$ cat src/rtl/brb_pkg.sv
// Shared constants, types and helpers for the byte ring buffer core.
// No dependencies; used by brb_ctrl, brb_datapath and the top level.
package brb_pkg;

	// Ring geometry
	localparam int DEPTH     = 4096;
	localparam int IDX_W     = $clog2(DEPTH);
	localparam int MAX_BURST = 64;

	// Fixed field widths
	localparam int BYTE_W = 8;
	localparam int CNT_W  = 7;
	localparam int FILL_W = 12;

	// Width that holds both a fill level and a burst count for compares
	localparam int CMP_W = (IDX_W > CNT_W) ? IDX_W : CNT_W;

	// Operation codes
	localparam logic OP_WRITE = 1'b0;
	localparam logic OP_READ  = 1'b1;

	// Controller -> datapath commands
	typedef struct packed {
		logic load;      // capture the incoming transaction
		logic do_write;  // append (or drop) the captured byte
		logic do_empty;  // emit a read result with no byte
		logic do_read;   // pop one byte
	} brb_cmd_t;

	// Datapath -> controller status
	typedef struct packed {
		logic op_read;   // incoming op is a read
		logic n_zero;    // incoming read would return no byte
		logic last_byte; // current pop is the final one of the burst
	} brb_stat_t;

	// Ring index advance with wrap
	function automatic logic [IDX_W-1:0] next_idx(input logic [IDX_W-1:0] idx);
		logic [IDX_W-1:0] nxt;
		if (idx == IDX_W'(DEPTH - 1)) begin
			nxt = '0;
		end else begin
			nxt = idx + IDX_W'(1);
		end
		return nxt;
	endfunction

endpackage

$ cat src/rtl/brb_ctrl.sv
// Controller state machine for the byte ring buffer core.
// Depends on brb_pkg; drives brb_datapath through brb_cmd_t / brb_stat_t.
module brb_ctrl (
	input  logic              clk,
	input  logic              arst_n,
	input  logic              start,
	output logic              busy,
	input  brb_pkg::brb_stat_t stat,
	output brb_pkg::brb_cmd_t  cmd
);

	typedef enum logic [3:0] {
		S_IDLE  = 4'b0001,
		S_WRITE = 4'b0010,
		S_EMPTY = 4'b0100,
		S_READ  = 4'b1000
	} state_t;

	state_t state_q;
	state_t state_nxt;
	logic   accept;

	assign busy   = (state_q != S_IDLE);
	assign accept = start && (state_q == S_IDLE);

	// Commands
	always_comb begin
		cmd          = '0;
		cmd.load     = accept;
		cmd.do_write = (state_q == S_WRITE);
		cmd.do_empty = (state_q == S_EMPTY);
		cmd.do_read  = (state_q == S_READ);
	end

	// Next state
	always_comb begin
		state_nxt = state_q;
		unique case (state_q)
			S_IDLE: begin
				if (accept) begin
					if (!stat.op_read) begin
						state_nxt = S_WRITE;
					end else if (stat.n_zero) begin
						state_nxt = S_EMPTY;
					end else begin
						state_nxt = S_READ;
					end
				end
			end
			S_WRITE: state_nxt = S_IDLE;
			S_EMPTY: state_nxt = S_IDLE;
			S_READ: begin
				if (stat.last_byte) begin
					state_nxt = S_IDLE;
				end
			end
			default: state_nxt = S_IDLE;
		endcase
	end

	always_ff @(posedge clk or negedge arst_n) begin
		if (!arst_n) begin
			state_q <= S_IDLE;
		end else begin
			state_q <= state_nxt;
		end
	end

endmodule

$ cat config.mk
export PLATFORM = sky130hd
export DESIGN_NAME = brb_ctrl
export DESIGN_NICKNAME = d
export VERILOG_FILES = /design/src/rtl/brb_pkg.sv /design/src/rtl/brb_ctrl.sv
export SDC_FILE = /design/constraint.sdc
export NUM_CORES = 1
export LEC_CHECK = 0
export ABC_AREA = 1
export BUFFER_PORTS_ARGS = -buffer_cell sky130_fd_sc_hd__clkbuf_2
export CORE_AREA = 2 2 39 41
export DETAILED_ROUTE_END_ITERATION = 10
export DIE_AREA = 0 0 41 43
export GPL_TIMING_DRIVEN = 0
export PLACE_DENSITY_LB_ADDON = 0.3
export SLEW_MARGIN = 10
export SYNTH_ARGS = -nofsm -noshare
export SYNTH_HDL_FRONTEND = slang
export SYNTH_SLANG_ARGS = --single-unit
$ cat constraint.sdc
create_clock -name clk -period 1.2 [get_ports clk]
set_clock_uncertainty 0.1 [all_clocks]
set_input_delay 0.24 -clock clk [delete_from_list [all_inputs] [get_ports clk]]
set_output_delay 0.24 -clock clk [all_outputs]
set_load 0.05 [all_outputs]
### Yosys cells after proc, flatten, opt, wreduce, memory -nomap -nowiden

Index checks and enable logic that the tools add are counted.

* flip-flop bits (word level): 4
* bits in latches: 0
* bits in writable memories: 0
* bits in read-only memories: 0
* input port bits: 6
* output and inout bits: 5
* logic and storage cells: 15
* memories: 0

* add/subtract/negate cells: 0
* multiply operators: 0
* div/mod/pow operators: 0
* order comparisons: 0
* equality and inequality tests: 7
* shifts and indexed selects: 0
* multiplexer cells: 5
* bitwise logic cells: 0
* reductions and logical operators: 2

Operators with widths (count)
* $mux 4: 4
* $pmux 4 s2: 1
* $eq 4x1->1 const B: 1
* $eq 4x2->1 const B: 1
* $eq 4x3->1 const B: 1
* $eq 4x4->1 const B: 1
* $ne 2x2->1 const B: 2
* $ne 4x1->1 const B: 1
* $reduce_and 2->1: 1
* $logic_and 1x1->1: 1

### Logic depth before layout (Yosys ltp)

Gate-level depths: netlist of the first run.

* word-level depth: 4
* depth in mapped cells: 5
* mapped depth without buffers: 5

### Worst setup path before layout of the first run

OpenSTA, ideal clock, no wires.

* path type: reg2out
* from: reg state_q[1]
* to: out cmd[1] (netlist bit)
* arrival time: 1.961 ns
* data required time: 0.860 ns
* slack: -1.101 ns
* stages on the path, launching flop included: 2
* buffers on the path: 0
* cell sequence: dfrtp_1 -> nor4_1

RTL lines
* start, declared: line brb_ctrl.sv:19 `state_t state_q;`
* start signal, assigned: line brb_ctrl.sv:65 `state_q <= state_nxt;`
* end, declared: line brb_ctrl.sv:9 `output brb_pkg::brb_cmd_t cmd`

### Worst setup path after layout of the first run

* from: reg state_q[0]
* to: out cmd[3] (netlist bit)

* cells in the longest elaborated chain, start to end: 2

RTL lines
* $eq 4x1->1: line brb_ctrl.sv:24 `assign accept = start && (state_q == S_IDLE);`
* $logic_and 1x1->1: line brb_ctrl.sv:24

Every way passes these cells.

==> impl_metrics.ini, run 1 <==
[worst_setup_path]
required_ps = 860
crit_path_end_kind = output port
critPathKind = register to output port
cp.arrival_ps = 1270
cp-start-kind = register
crit_fanout = 4

[clock_network]
root_buffer = clkbuf_4
cts-buffers-inserted = 3
cts_buffer_depth = 2
clk_pin_slew_worst_paths_ps = 30
clk_latency_ps = 230
cts_tree = done
cts.sinks = 4
cts_max_level = 1

[finish]
layout_commonest_cell = buf_4
nets = 64
final_cell_mix = 11 x buf_4, 5 x clkbuf_2, 4 x nand2_1, 4 x clkbuf_4
reg_top3 = state_q x4
drive_above_1_share_pct = 66.7
largest_register_ffs = 4
largest_register = state_q
area_delta_synth_final_pct = 120
diodes = 0
n_fill_cell = 141

[run]
maxCapViolations = 0

[global_route]
grt_pass1_wl_um = 1080
grt_antenna_before_repair = 0
overflow = 0
grt_pass1_vias = 289
grt_max_degree = 6
gr-usage-all-layers_pct = 9.48

[synthesis]
synth.distinct_cells = 16
synth_top_area_share_pct = 30.5
yosys.area.top_type = dfrtp_1
ys_ff_latch = 4
avgSynthCellArea_um2 = 7.95
syn-cell-area_um2 = 246
syn_inst = 31
synth_area_leaders = dfrtp_1 30%, dfstp_2 11%, nor2_4 9.1%
yosysSeqAreaShare_pct = 41.1
ys_warn_count = 0
syn_nets = 37

[timing]
rsz0062_at_grt = true
setup_slack_ps = -409
max_slew_margin_pct = 83.6
fmax_mhz = 621
hold_ws_ps = 118
period_minus_slack_ps = 1610
period_share_pct = 134
tightest_slew_ps = 246
setup-tns-final_ps = -2500
drv_slew = 0
finalSetupViolCount = 9
hold_viol_final = 0

[route]
vias = 288
drc_errors = 0
drtAntennaViolNets = 0
dr.pass1.iters = 1
drtIter0Drc = 0
via_per_inst = 3.95
wl_um = 633
wl_per_cell_um = 8.67

[die]
die_w_um = 41
initial_utilization_pct = 17.8
die_h_um = 43
die_area_um2 = 1760
row_count = 14
fp.coreArea_um2 = 1380
pin_count = 11

[outcome]
violations = negative setup slack
status = complete, but fails checks

[place]
io_buffer_count = 10
hpwlAfterDp_um = 412
pre_cts_slack_ps = -455
gp_congestion = 0.667

[worst_hold_path]
worst_hold_path_type = primary input to register

[pwr]
ir_drop_uv = 977
power_density_nw_per_um2 = 2490
leakage_nw = 0.263
==> routing by layer <==
metal  vias to the layer above  GRT usage [%]  wire, µm
met5                         -              0         0
met4                         0           6.00         0
met3                         0           5.24        41
met2                         6           15.6       396
met1                       130           8.14       196
li1                        152              -         -
==> through the flow <==
| stage | util [%] | cells | power [mW] | cell area (µm²) |
|---|---|---|---|---|
| after floorplan | - | 31 | 0.722 | 294 |
| after global placement | 26.3 | 57 | 0.813 | 364 |
| after detailed placement | 26.3 | 57 | 0.815 | 364 |
| after CTS | 35.0 | 67 | 1.21 | 484 |
| after global routing | 39.2 | 73 | 1.44 | 542 |
| final | 39.2 | 73 | 1.35 | 542 |
==> cell usage after synthesis <==
cell,number
nand2_1,4
inv_1,4
dfstp_2,1
nand4_1,2
and3_1,1
o21ai_1,1
inv_2,1
nor2_2,1
nor4_1,1
nor2_4,2
nor2_1,5
dfrtp_1,3
nand3_1,2
buf_4,1
nand2_2,1
nor3_2,1
==> final timing paths <==
check / slack, ps / to / depth (start not counted) / start
setup / recovery: -410 / cmd[3] / 5 / state_q[0]$_DFFE_PN1P_
hold / removal: 120 / state_q[1]$_DFFE_PN0P_ / 2 / stat[2]
setup reg to reg: -180 / state_q[3]$_DFFE_PN0P_ / 7 / state_q[0]$_DFFE_PN1P_
hold reg to reg: 530 / state_q[2]$_DFFE_PN0P_ / 3 / state_q[3]$_DFFE_PN0P_
max in group asynchronous: 550 / state_q[0]$_DFFE_PN1P_ / 2 / arst_n
min in group asynchronous: 240 / state_q[2]$_DFFE_PN0P_ / 2 / arst_n
==> cell families after synthesis <==
logic type | after synthesis | synth area share [%]
AND/OR/NAND/NOR | 20 | 46.2
flip-flops | 4 | 41.1
AO/OA/AOI/OAI | 1 | 2.03
buffers and inverters | 6 | 10.7
==> worst max-delay path, cell delays in order (launching register included) <==
cell,delay (ps)
dfstp_2,530
inv_2,40
nor2_4,140
nand2_8,70
nor2_4,90
clkbuf_16,160
==> layout make-up <==
cell class	count	area, µm²	area share, %
Timing Repair Buffer	23	205	37.9
Inverter	5	18.8	3.46
Tap cell	16	20.0	3.70
Sequential cell	4	103	18.9
Multi-Input combinational cell	21	169	31.2
Clock buffer	4	26.3	4.85
==> timing repair <==
action | 4_1_cts | 5_1_grt
buffers inserted | 6 | 6
hold buffers | 1 | 0
pin swaps | 7 | 7
gates resized for setup | 12 | 4
endpoints found under the setup margin | 9 | 9
hold endpoints to repair | 4 | 0
==> report_power, final <==
part / switching, mW / total, mW / leakage, nW / internal (mW)
sequential: 0.0428 / 0.229 / 0.0497 / 0.186
combinational: 0.481 / 0.940 / 0.198 / 0.459
clock: 0.0540 / 0.179 / 0.0150 / 0.125
(Power assumes the default switching activity.)
==> run 2: changes to the inputs <==
ABC_AREA = 0   (was 1)
CAP_MARGIN = 25   (was not set)
RECOVER_POWER = 25   (was not set)
==> run 2 against run 1 <==
  * The run still ends with negative setup slack left
  * Final area is 7.9% lower
  * Hold slack worse by 35 ps
  * Clock power is 3% higher
  * Sequential share of layout area is 2.1 points higher
  * Cell count is 27% lower
  * Largest power group unchanged
  * First-iteration DRC count is 3 higher
  * Sequential cell count stayed put
  * Fmax is 9.8% lower
==> impl_metrics.ini, run 2 <==
[place]
pre_cts_slack_ps = -642
gp_congestion = 0.607
hpwlAfterDp_um = 431
place_area_um2 = 347
io_buffer_count = 10

[global_route]
grt_pass1_wl_um = 1080
grt_pass1_vias = 248
grt_max_degree = 6
grt_antenna_before_repair = 0
gr-usage-all-layers_pct = 9.88
overflow = 0

[worst_setup_path]
cp-start-kind = register
r2r-end = state_q[1]$_DFFE_PN0P_
r2r_start = state_q[2]$_DFFE_PN0P_
reg2reg_slack_ps = -200
reg2reg_depth = 4
cp_cell_sequence = nor4b_4 > and2_4 > clkbuf_16
cpPeakStageDelay_ps = 440
startpoint = state_q[2]$_DFFE_PN0P_
cp_top_family = simple AND/OR/NAND/NOR gates
crit_path_end_kind = output port
crit_path_top_delay_cell = dfrtp_2
critPathKind = register to output port
cp_num_cells = 3
cp.arrival_ps = 1440
crit_buf_inv = 1
critPathCapture = cmd[3]
required_ps = 860
crit_fanout = 4

[synthesis]
syn_nets = 23
avgSynthCellArea_um2 = 13.3
synth_commonest_cells = 3 x dfrtp_1, 2 x nor4b_1
ys_warn_count = 0
syn_inst = 17
syn-cell-area_um2 = 226
synth_edf_count = 0
yosys.area.top_type = dfrtp_1
synth.distinct_cells = 14
yosysMostFrequentCell = dfrtp_1
async_flop_share_pct = 100
synth_area_leaders = dfrtp_1 33%, dfstp_2 12%, nor4b_4 10%
synth_ff_type = dfrtp_1
ys_ff_latch = 4
synth_top_area_share_pct = 33.1
yosysSeqAreaShare_pct = 44.8

[outcome]
status = complete, but fails checks
violations = negative setup slack

[timing]
tightest_slew_ps = 335
fmax_mhz = 560
max_slew_margin_pct = 77.6
finalSetupViolCount = 9
period_minus_slack_ps = 1780
drv_slew = 0
hold_viol_final = 0
rsz0062_at_grt = true
period_share_pct = 149
setup_slack_ps = -585
hold_ws_ps = 83.5

[clock_network]
cts.sinks = 4
cts-buffers-inserted = 3
cts_max_level = 1
clk_pin_slew_worst_paths_ps = 40
cts_buffer_depth = 2
root_buffer = clkbuf_4
clk_latency_ps = 240
cts_tree = done

[worst_hold_path]
worst_hold_path_type = primary input to register

[route]
wl_per_cell_um = 11.0
vias = 218
drtAntennaViolNets = 0
drtIter0Drc = 3
dr.pass1.iters = 2
wl_um = 584
drc_errors = 0
via_per_inst = 4.11

[die]
die_h_um = 43
die_area_um2 = 1760
pin_count = 11
fp.coreArea_um2 = 1380
die_w_um = 41
initial_utilization_pct = 16.4
row_count = 14

[finish]
drive_above_1_share_pct = 83.8
nets = 44
largest_register = state_q
diodes = 0
reg_top3 = state_q x4
n_fill_cell = 137
fin_util_pct = 36.1
largest_register_ffs = 4
final_cell_mix = 4 x nor4b_4, 4 x clkbuf_2
fin_area_um2 = 499
area_delta_synth_final_pct = 120

[pwr]
power_density_nw_per_um2 = 1230
leakage_nw = 0.211
ir_drop_uv = 424

[run]
maxCapViolations = 0
run 2: cell count changes in the layout (fill, tap and decap cells not counted), sizes merged, moves of 2 or more:
cell,previous run,this run
nand2,5,0
nand4,2,0
nand3,2,0
buf,14,8
nor4b,0,4
inv,5,2
nor2,8,0
run 2: area by class of cell:
| type | count | area [µm²] | area share [%] |
|---|---|---|---|
| repair buffers | 17 | 184 | 36.8 |
| clock buffers | 4 | 26.3 | 5.26 |
| multi-input cells | 10 | 156 | 31.3 |
| flip-flops and latches | 4 | 105 | 21.1 |
| well taps | 16 | 20.0 | 4.01 |
| inverters | 2 | 7.51 | 1.50 |
run 2: worst min-delay path by stage:
stage                        from                endpoint  slack (ps)  cells past startpoint
after global placement     arst_n  state_q[2]$_DFFE_PN0P_         -50                      1
after CTS                 stat[2]  state_q[1]$_DFFE_PN0P_          80                      2
final                     stat[2]  state_q[1]$_DFFE_PN0P_          80                      2
after global routing      stat[2]  state_q[1]$_DFFE_PN0P_          80                      2
after detailed placement   arst_n  state_q[2]$_DFFE_PN0P_         -50                      1
after floorplan            arst_n  state_q[1]$_DFFE_PN0P_        -160                      0
run 2: worst reg2reg max path, cell delays in order, from the launching register on:
cell	delay, ps
dfrtp_2	440
nor4b_4	400
inv_2	100
buf_6	140
nor3b_2	140
run 2: logic make-up after synthesis:
logic type,after synthesis,synth area share (%)
simple gates,8,41.4
flops,4,44.8
buf+inv,3,6.63
compound gates,2,7.18
run 2: through the flow:
stage / power (mW) / TNS [ps] / instances
3_3_place_gp: 0.342 / -2070 / 43
3_5_place_dp: 0.347 / -2370 / 43
5_1_grt: 0.652 / -3440 / 53
2_1_floorplan: 0.309 / -2260 / 17
4_1_cts: 0.619 / -2930 / 52
6_report: 0.616 / -2880 / 53
run 2: timing repair:
item                                   4_1_cts  5_1_grt
setup buffers                                5        1
resized for setup                           15        4
setup endpoints to repair                    9        9
pin swaps                                    4        3
endpoints found under the hold margin        4        0
hold buffers                                 1        0
run 2: per-layer routing:
layer	global-route usage, %	wire length (µm)	vias to the layer above
li1	-	-	105
met1	11.1	231	99
met2	12.2	279	12
met3	6.81	61	2
met4	8.00	12	0
met5	0	0	-
run 2: power breakdown:
| group | switching [mW] | total (mW) | internal, mW |
|---|---|---|---|
| registers | 0.0126 | 0.165 | 0.152 |
| clock network | 0.0598 | 0.185 | 0.125 |
| logic | 0.128 | 0.267 | 0.139 |
